### src/sv/sha1mh_pkg.sv
`default_nettype none

package sha1mh_pkg;

	typedef logic [31:0] word_t;
	typedef word_t [4:0] chain_t;

	typedef struct packed {
		logic [7:0] data_byte;
		logic       has_byte;
		logic       last_byte;
	} msg_item_t;

	typedef struct packed {
		logic [31:0] digest_word;
		logic [2:0]  word_index;
		logic        last_word;
	} dig_item_t;

	typedef struct packed {
		logic wr_byte;
		logic pad;
		logic zero;
		logic len;
		logic shift;
	} sched_ctl_t;

	typedef struct packed {
		logic load;
		logic step;
	} round_ctl_t;

	localparam word_t K0 = 32'h5a827999;
	localparam word_t K1 = 32'h6ed9eba1;
	localparam word_t K2 = 32'h8f1bbcdc;
	localparam word_t K3 = 32'hca62c1d6;

	localparam chain_t IV = {32'hc3d2e1f0, 32'h10325476, 32'h98badcfe,
		32'hefcdab89, 32'h67452301};

	localparam logic [7:0] PAD_MARK = 8'h80;
	localparam logic [6:0] LAST_ROUND = 7'd79;
	localparam logic [2:0] LAST_WORD_IDX = 3'd4;
	localparam logic [5:0] LAST_BYTE_POS = 6'd63;
	localparam logic [5:0] LEN_BYTE_POS = 6'd56;

	function automatic word_t rotl(input word_t x, input int unsigned n);
		return (x << n) | (x >> (32 - n));
	endfunction

endpackage

`default_nettype wire

### src/sv/sha1_message_hasher_top.sv
// sha1 hasher, one message byte per transfer, five digest words out per message
// byte that does not fill a block: the next transfer can follow on the next cycle
// byte that fills a block: the next transfer waits for the rounds and the add
// last transfer: one or two compressions (setup, rounds, add), then 5 words
// long messages: no new byte is taken while the round unit compresses a block
// async active-low reset: initial vector loaded, byte count zero, idle
`default_nettype none

module sha1_message_hasher_top (
	input  wire                     clk,
	input  wire                     arst_n,
	input  wire                     msg_valid,
	output logic                    msg_stall,
	input  sha1mh_pkg::msg_item_t   msg,
	output logic                    dig_valid,
	input  wire                     dig_stall,
	output sha1mh_pkg::dig_item_t   dig
);
	import sha1mh_pkg::*;

	localparam logic [2:0] ST_IDLE = 3'd0;
	localparam logic [2:0] ST_PAD  = 3'd1;
	localparam logic [2:0] ST_RUN  = 3'd2;
	localparam logic [2:0] ST_ADD  = 3'd3;
	localparam logic [2:0] ST_LEN  = 3'd4;
	localparam logic [2:0] ST_OUT  = 3'd5;

	logic [2:0]  state_q;
	logic [63:0] total_q;
	logic [2:0]  idx_q;
	logic        last_q;
	logic        ext_q;
	logic        fin_q;
	chain_t      chain_q;

	logic        msg_fire;
	logic        dig_fire;
	logic        block_full;
	logic        short_pad;
	sched_ctl_t  sched_ctl;
	round_ctl_t  round_ctl;
	word_t       w;
	chain_t      vars;
	logic [6:0]  rnd_cnt_q;

	assign msg_stall  = (state_q != ST_IDLE);
	assign msg_fire   = msg_valid && !msg_stall;
	assign dig_valid  = (state_q == ST_OUT);
	assign dig_fire   = dig_valid && !dig_stall;
	assign block_full = msg.has_byte && (total_q[5:0] == LAST_BYTE_POS);
	assign short_pad  = (total_q[5:0] < LEN_BYTE_POS);

	assign dig.digest_word = chain_q[idx_q];
	assign dig.word_index  = idx_q;
	assign dig.last_word   = (idx_q == LAST_WORD_IDX);

	always_comb begin
		sched_ctl.wr_byte = msg_fire && msg.has_byte;
		sched_ctl.pad     = (state_q == ST_PAD);
		sched_ctl.zero    = (state_q == ST_LEN);
		sched_ctl.len     = ((state_q == ST_PAD) && short_pad) || (state_q == ST_LEN);
		sched_ctl.shift   = (state_q == ST_RUN);
		round_ctl.load    = (msg_fire && block_full) || (state_q == ST_PAD)
			|| (state_q == ST_LEN);
		round_ctl.step    = (state_q == ST_RUN);
	end

	sha1mh_sched u_sched (
		.clk       (clk),
		.ctl       (sched_ctl),
		.pos       (total_q[5:0]),
		.data_byte (msg.data_byte),
		.bit_len   ({total_q[60:0], 3'b000}),
		.w         (w)
	);

	sha1mh_round u_round (
		.clk    (clk),
		.arst_n (arst_n),
		.ctl    (round_ctl),
		.init   (chain_q),
		.w      (w),
		.vars   (vars)
	);

	always_ff @(posedge clk or negedge arst_n) begin
		if (!arst_n) begin
			state_q   <= ST_IDLE;
			total_q   <= '0;
			idx_q     <= '0;
			last_q    <= 1'b0;
			ext_q     <= 1'b0;
			fin_q     <= 1'b0;
			rnd_cnt_q <= '0;
			chain_q   <= IV;
		end else begin
			unique case (state_q)
				ST_IDLE: begin
					if (msg_fire) begin
						if (msg.has_byte) begin
							total_q <= total_q + 64'd1;
						end
						last_q <= msg.last_byte;
						fin_q  <= 1'b0;
						if (block_full) begin
							rnd_cnt_q <= '0;
							state_q   <= ST_RUN;
						end else if (msg.last_byte) begin
							state_q <= ST_PAD;
						end
					end
				end
				ST_PAD: begin
					last_q    <= 1'b0;
					ext_q     <= !short_pad;
					fin_q     <= short_pad;
					rnd_cnt_q <= '0;
					state_q   <= ST_RUN;
				end
				ST_LEN: begin
					ext_q     <= 1'b0;
					fin_q     <= 1'b1;
					rnd_cnt_q <= '0;
					state_q   <= ST_RUN;
				end
				ST_RUN: begin
					rnd_cnt_q <= rnd_cnt_q + 7'd1;
					if (rnd_cnt_q == LAST_ROUND) begin
						state_q <= ST_ADD;
					end
				end
				ST_ADD: begin
					for (int i = 0; i < 5; i++) begin
						chain_q[i] <= chain_q[i] + vars[i];
					end
					priority if (fin_q) begin
						idx_q   <= '0;
						state_q <= ST_OUT;
					end else if (ext_q) begin
						state_q <= ST_LEN;
					end else if (last_q) begin
						state_q <= ST_PAD;
					end else begin
						state_q <= ST_IDLE;
					end
				end
				ST_OUT: begin
					if (dig_fire) begin
						idx_q <= idx_q + 3'd1;
						if (idx_q == LAST_WORD_IDX) begin
							chain_q <= IV;
							total_q <= '0;
							fin_q   <= 1'b0;
							state_q <= ST_IDLE;
						end
					end
				end
				default: begin
					state_q <= ST_IDLE;
				end
			endcase
		end
	end

endmodule

`default_nettype wire

### src/sv/sha1mh_sched.sv
`default_nettype none

module sha1mh_sched (
	input  wire                     clk,
	input  sha1mh_pkg::sched_ctl_t  ctl,
	input  wire [5:0]               pos,
	input  wire [7:0]               data_byte,
	input  wire [63:0]              bit_len,
	output sha1mh_pkg::word_t       w
);
	import sha1mh_pkg::*;

	word_t win_q [16];
	word_t win_d [16];
	word_t w_new;

	assign w_new = rotl(win_q[13] ^ win_q[8] ^ win_q[2] ^ win_q[0], 1);
	assign w = win_q[0];

	always_comb begin
		logic [5:0] p;
		p = '0;
		for (int i = 0; i < 16; i++) begin
			win_d[i] = win_q[i];
		end
		if (ctl.shift) begin
			for (int i = 0; i < 15; i++) begin
				win_d[i] = win_q[i + 1];
			end
			win_d[15] = w_new;
		end else begin
			for (int i = 0; i < 16; i++) begin
				for (int j = 0; j < 4; j++) begin
					p = 6'(4 * i + j);
					if (ctl.zero) begin
						win_d[i][8 * (3 - j) +: 8] = 8'h00;
					end else if (ctl.wr_byte && p == pos) begin
						win_d[i][8 * (3 - j) +: 8] = data_byte;
					end else if (ctl.pad && p == pos) begin
						win_d[i][8 * (3 - j) +: 8] = PAD_MARK;
					end else if (ctl.pad && p > pos) begin
						win_d[i][8 * (3 - j) +: 8] = 8'h00;
					end
				end
			end
			if (ctl.len) begin
				win_d[14] = bit_len[63:32];
				win_d[15] = bit_len[31:0];
			end
		end
	end

	always_ff @(posedge clk) begin
		for (int i = 0; i < 16; i++) begin
			win_q[i] <= win_d[i];
		end
	end

endmodule

`default_nettype wire

### src/sv/sha1mh_round.sv
`default_nettype none

module sha1mh_round (
	input  wire                     clk,
	input  wire                     arst_n,
	input  sha1mh_pkg::round_ctl_t  ctl,
	input  sha1mh_pkg::chain_t      init,
	input  sha1mh_pkg::word_t       w,
	output sha1mh_pkg::chain_t      vars
);
	import sha1mh_pkg::*;

	chain_t     vars_q;
	logic [6:0] rnd_q;
	word_t      f;
	word_t      k;
	word_t      tmp;
	word_t      b;
	word_t      c;
	word_t      d;

	assign b = vars_q[1];
	assign c = vars_q[2];
	assign d = vars_q[3];

	always_comb begin
		priority if (rnd_q < 7'd20) begin
			f = ((c ^ d) & b) ^ d;
			k = K0;
		end else if (rnd_q < 7'd40) begin
			f = b ^ c ^ d;
			k = K1;
		end else if (rnd_q < 7'd60) begin
			f = (b & c) | (d & (b ^ c));
			k = K2;
		end else begin
			f = b ^ c ^ d;
			k = K3;
		end
	end

	assign tmp = rotl(vars_q[0], 5) + f + vars_q[4] + k + w;
	assign vars = vars_q;

	always_ff @(posedge clk or negedge arst_n) begin
		if (!arst_n) begin
			rnd_q <= '0;
		end else if (ctl.load) begin
			rnd_q <= '0;
		end else if (ctl.step) begin
			rnd_q <= rnd_q + 7'd1;
		end
	end

	always_ff @(posedge clk) begin
		if (ctl.load) begin
			vars_q <= init;
		end else if (ctl.step) begin
			vars_q[4] <= d;
			vars_q[3] <= c;
			vars_q[2] <= rotl(b, 30);
			vars_q[1] <= vars_q[0];
			vars_q[0] <= tmp;
		end
	end

endmodule

`default_nettype wire

### config.mk
export PLATFORM = sky130hd
export DESIGN_NAME = sha1_message_hasher_top
export DESIGN_NICKNAME = d
export VERILOG_FILES = /design/src/sv/sha1mh_pkg.sv /design/src/sv/sha1_message_hasher_top.sv /design/src/sv/sha1mh_sched.sv /design/src/sv/sha1mh_round.sv
export SDC_FILE = /design/constraint.sdc
export NUM_CORES = 2
export LEC_CHECK = 0
export BUFFER_PORTS_ARGS = -buffer_cell sky130_fd_sc_hd__buf_2
export CORE_AREA = 2 2 293 295
export DETAILED_ROUTE_END_ITERATION = 8
export DIE_AREA = 0 0 295 297
export PLACE_DENSITY_LB_ADDON = 0.25
export SYNTH_ARGS = -nofsm -noshare
export SYNTH_HDL_FRONTEND = slang
export SYNTH_SLANG_ARGS = --single-unit
### constraint.sdc
create_clock -name clk -period 6.95 [get_ports clk]
set_input_delay 1.39 -clock clk [delete_from_list [all_inputs] [get_ports clk]]
set_output_delay 1.39 -clock clk [all_outputs]
set_load 0.005 [all_outputs]
==> results by group <==
Status
  • Status: complete, but fails checks
  • Failing checks: DRC

Clock network
  • # H-tree levels: 3
  • Hold Buf Count CTS: 0
  • Root Driver: clkbuf_16
  • Clock transition at path regs: 0.06 ns
  • CTS buffer count: 98
  • TritonCTS clock tree: yes
  • Clock sinks: 916
  • Buffer depth of the longest clock path: 3
  • Later-pin clock latency in the skew report: 0.71 ns

Floorplanning
  • Starting Density: 0.634
  • Die ar.: 87,600 µm²
  • Rows: 107
  • Die W: 295 µm
  • IO Pins: 52
  • Die height: about 300 µm
  • Core ar.: 84,500 µm²

Worst setup path
  • Crit-path leading delay family: compound AO/OA/AOI/OAI gates
  • Crit path DAT: a little over 7 ns
  • Worst Reg-to-Reg Cells: 22
  • CP max-delay cell: fa_1
  • Max incr delay on CP: around 0.54 ns
  • Worst-path maximum fanout: 20
  • Critical-path cell list: nand4_1 > nor2b_1 > nand2_1 > buf_4 > inv_1 > buf_4 > a221o_1 > fa_1 > fa_1 > inv_1 > fa_1 > inv_1 > ha_1 > and3_1 > a311oi_1 > a21boi_1 > a41o_1 > a211oi_2 > o21bai_1 > a211o_1 > a2111o_1 > nand3_1
  • Worst EP required: around 7.5 ns
  • Crit end category: flip-flop
  • CP Depth: 22
  • CP Launch Type: flip-flop
  • Crit path kind: flip-flop to flip-flop
  • Buf/Inv on CP: 5

Finish
  • Synth-to-Final Area Change: 8.67%
  • Fin util: 0.689
  • Fillers: about 6,300
  • N_diodes: 0
  • Layout cells sized above 1: 0.0768
  • Sequential cell area: 26,400 µm²
  • Area of the multi-input gates: roughly 25,000 µm²
  • Nets@finish: 5,704

Synth
  • Adder-cell share of the synthesized area: 0.0922
  • Synth top area share: 0.377
  • Compound-cell area share of the yosys netlist: 0.162
  • Yosys warns: 0
  • Syn nets: slightly below 6,000
  • Mapped Cells: 5,424
  • Main area contributors after synthesis: edfxtp_1 38%, nand2_1 7.8%, dfrtp_1 7.7%
  • Post-synth ARST share: 0.266
  • Synthesized flop and latch total: 916
  • Post-synthesis average cell area: 9.87 µm²
  • Largest family of logic cells by synthesized area: compound AO/OA/AOI/OAI gates
  • Simple-Gate Fraction of Synth Area: 0.141
  • Number of flops mapped to enable cells by yosys: 672
  • Seq/Total Area, Yosys: 0.493
  • Post-synth top area cell: edfxtp_1
  • Cell area after synthesis: 53,500 µm²
  • Post-synthesis xor/xnor area fraction: 0.0533
  • Top FF cell, synth: edfxtp_1
  • Post-synthesis mux area share: 0.0193
  • Synth cell types: 89

Routing
  • Vias: roughly 43,000
  • Drt via density: 6.48
  • TritonRoute pass-1 iters: 9
  • WL/cell: 24.0 µm
  • Routed WL: 159,000 µm
  • Drt drc: 10
  • DRT iter0 DRCs: 5,818
  • ANT nets after route: 0

GRT
  • Initial antenna violation count: 1
  • Pin count of the biggest net entering global routing: 167
  • Grt total ovfl: 0
  • GRT Total Usage: 0.361
  • First-pass GRT wire length: between 200,000 and 250,000 µm
  • Vias in the first global route: 41,500

Timing
  • Final Hold Fails: 0
  • RSZ-0062 raised after global routing: no
  • Final Max Slew Viols: 0
  • # setup viols final: 0
  • Rel. slew slack: 0.165
  • WHS: 0.502 ns
  • Max Clk Rate: about 150 MHz
  • TNS Setup: 0 ns
  • Period utilisation layout: 0.951
  • Clock Skews: 0.0308 ns
  • Min cycle time layout: between 6 and 7 ns
  • Worst-Margin Slew: 1.24 ns

Place
  • I/O Buffers: 51
  • Post-DP HPWL: 112,000 µm
  • GP Congestion: roughly 1

Flow run
  • Max-Cap Viols: 0

Worst hold path
  • Hold WC Path Type: flip-flop to flip-flop
  • Min-Delay Path Depth: 2
==> worst paths after layout <==
kind | endpoint | startpoint | slack, ns
worst max-delay path | u_round.vars[25]$_DFFE_PP_ | u_round.rnd_q[3]$_DFFE_PN0P_ | 0.34
worst min-delay path | chain_q[159]$_DFFE_PN1P_ | chain_q[159]$_DFFE_PN1P_ | 0.50
worst max register to register | u_round.vars[25]$_DFFE_PP_ | u_round.rnd_q[3]$_DFFE_PN0P_ | 0.34
worst min register to register | chain_q[159]$_DFFE_PN1P_ | chain_q[159]$_DFFE_PN1P_ | 0.50
max in group asynchronous | total_q[57]$_DFFE_PN0P_ | arst_n | 4.83
min in group asynchronous | chain_q[103]$_DFFE_PN0P_ | arst_n | 0.73
==> cell usage after synthesis, drive strengths merged, types with 94 or more instances <==
cell / n
mux2i: 100
dfrtp: 164
ha: 204
nand2: 1109
o21ai: 666
xor2: 157
fa: 119
xnor2: 169
a21o: 94
a21oi: 256
clkbuf: 261
nor2: 311
edfxtp: 672
inv: 275
==> cells in the final DEF, fill, tap and decap left out, types with 119 or more instances in the layout <==
cell and count:
inv_1 274, o21ai_0 651, fa_1 119, a21oi_1 254, edfxtp_1 672, xnor2_1 169, nor2_1 309, xor2_1 157
nand2_1 1100, ha_1 204, dfrtp_1 162
==> per-stage QoR <==
| stage | instances | instance area [µm²] | setup WS (ns) |
|---|---|---|---|
| global route | 6597 | 58200 | 0.00826 |
| finish | 6597 | 58200 | 0.340 |
| floorplan | 5424 | 53500 | 0.936 |
| detailed placement | 6411 | 54900 | 0.338 |
| global placement | 6411 | 54900 | 0.413 |
| CTS | 6597 | 58200 | 0.322 |
==> routing by layer <==
metal | up-vias | track usage | share of wire
li1 | 19100 | - | -
met4 | 2 | 0.203 | 0.064
met1 | 20600 | 0.479 | 0.38
met2 | 2532 | 0.566 | 0.46
met3 | 558 | 0.0594 | 0.096
met5 | - | 0 | 0.000082
==> cells by family after synthesis <==
logic type	count (synthesis)
and+or+nand+nor	1784
AOI/OAI and AO/OA	1412
DFF	916
buffers and inverters	560
xor gates and xnor gates	326
adders and majority gates	323
muxes	103
==> state kept, by name, indices dropped and copies added (netlist names), 3 cells and up <==
name / cells
u_sched.win_q: 512
chain_q: 160
u_round.vars: 64
total_q: 61
u_round.b: 32
u_round.c: 32
u_round.d: 32
rnd_cnt_q: 7
u_round.rnd_q: 7
idx_q: 3
state_q: 3
==> worst register-to-register path, delay by kind of cell, from the launching register on <==
kind,cells,cell delay (ns)
flops,1,0.44
compound gates,8,2.47
simple gates,5,0.75
buf+inv,5,0.89
fa+ha+maj,4,1.91
==> layout make-up <==
cell class                      instances  share of cell area
Tap cell                             1144              0.0246
Multi-Input combinational cell       3948               0.432
Clock buffer                          126              0.0464
Timing Repair Buffer                  126              0.0155
Inverter                              277              0.0180
Sequential cell                       916               0.454
Clock inverter                         60             0.00953
==> timing repair <==
action,4_1_cts,5_1_grt
setup endpoints to repair,0,3
buffers inserted,0,0
gates resized for setup,0,1
Power is left out: the tool's default activity adds up to more than one toggle a clock period on the data nets, which glitch-free logic cannot reach.
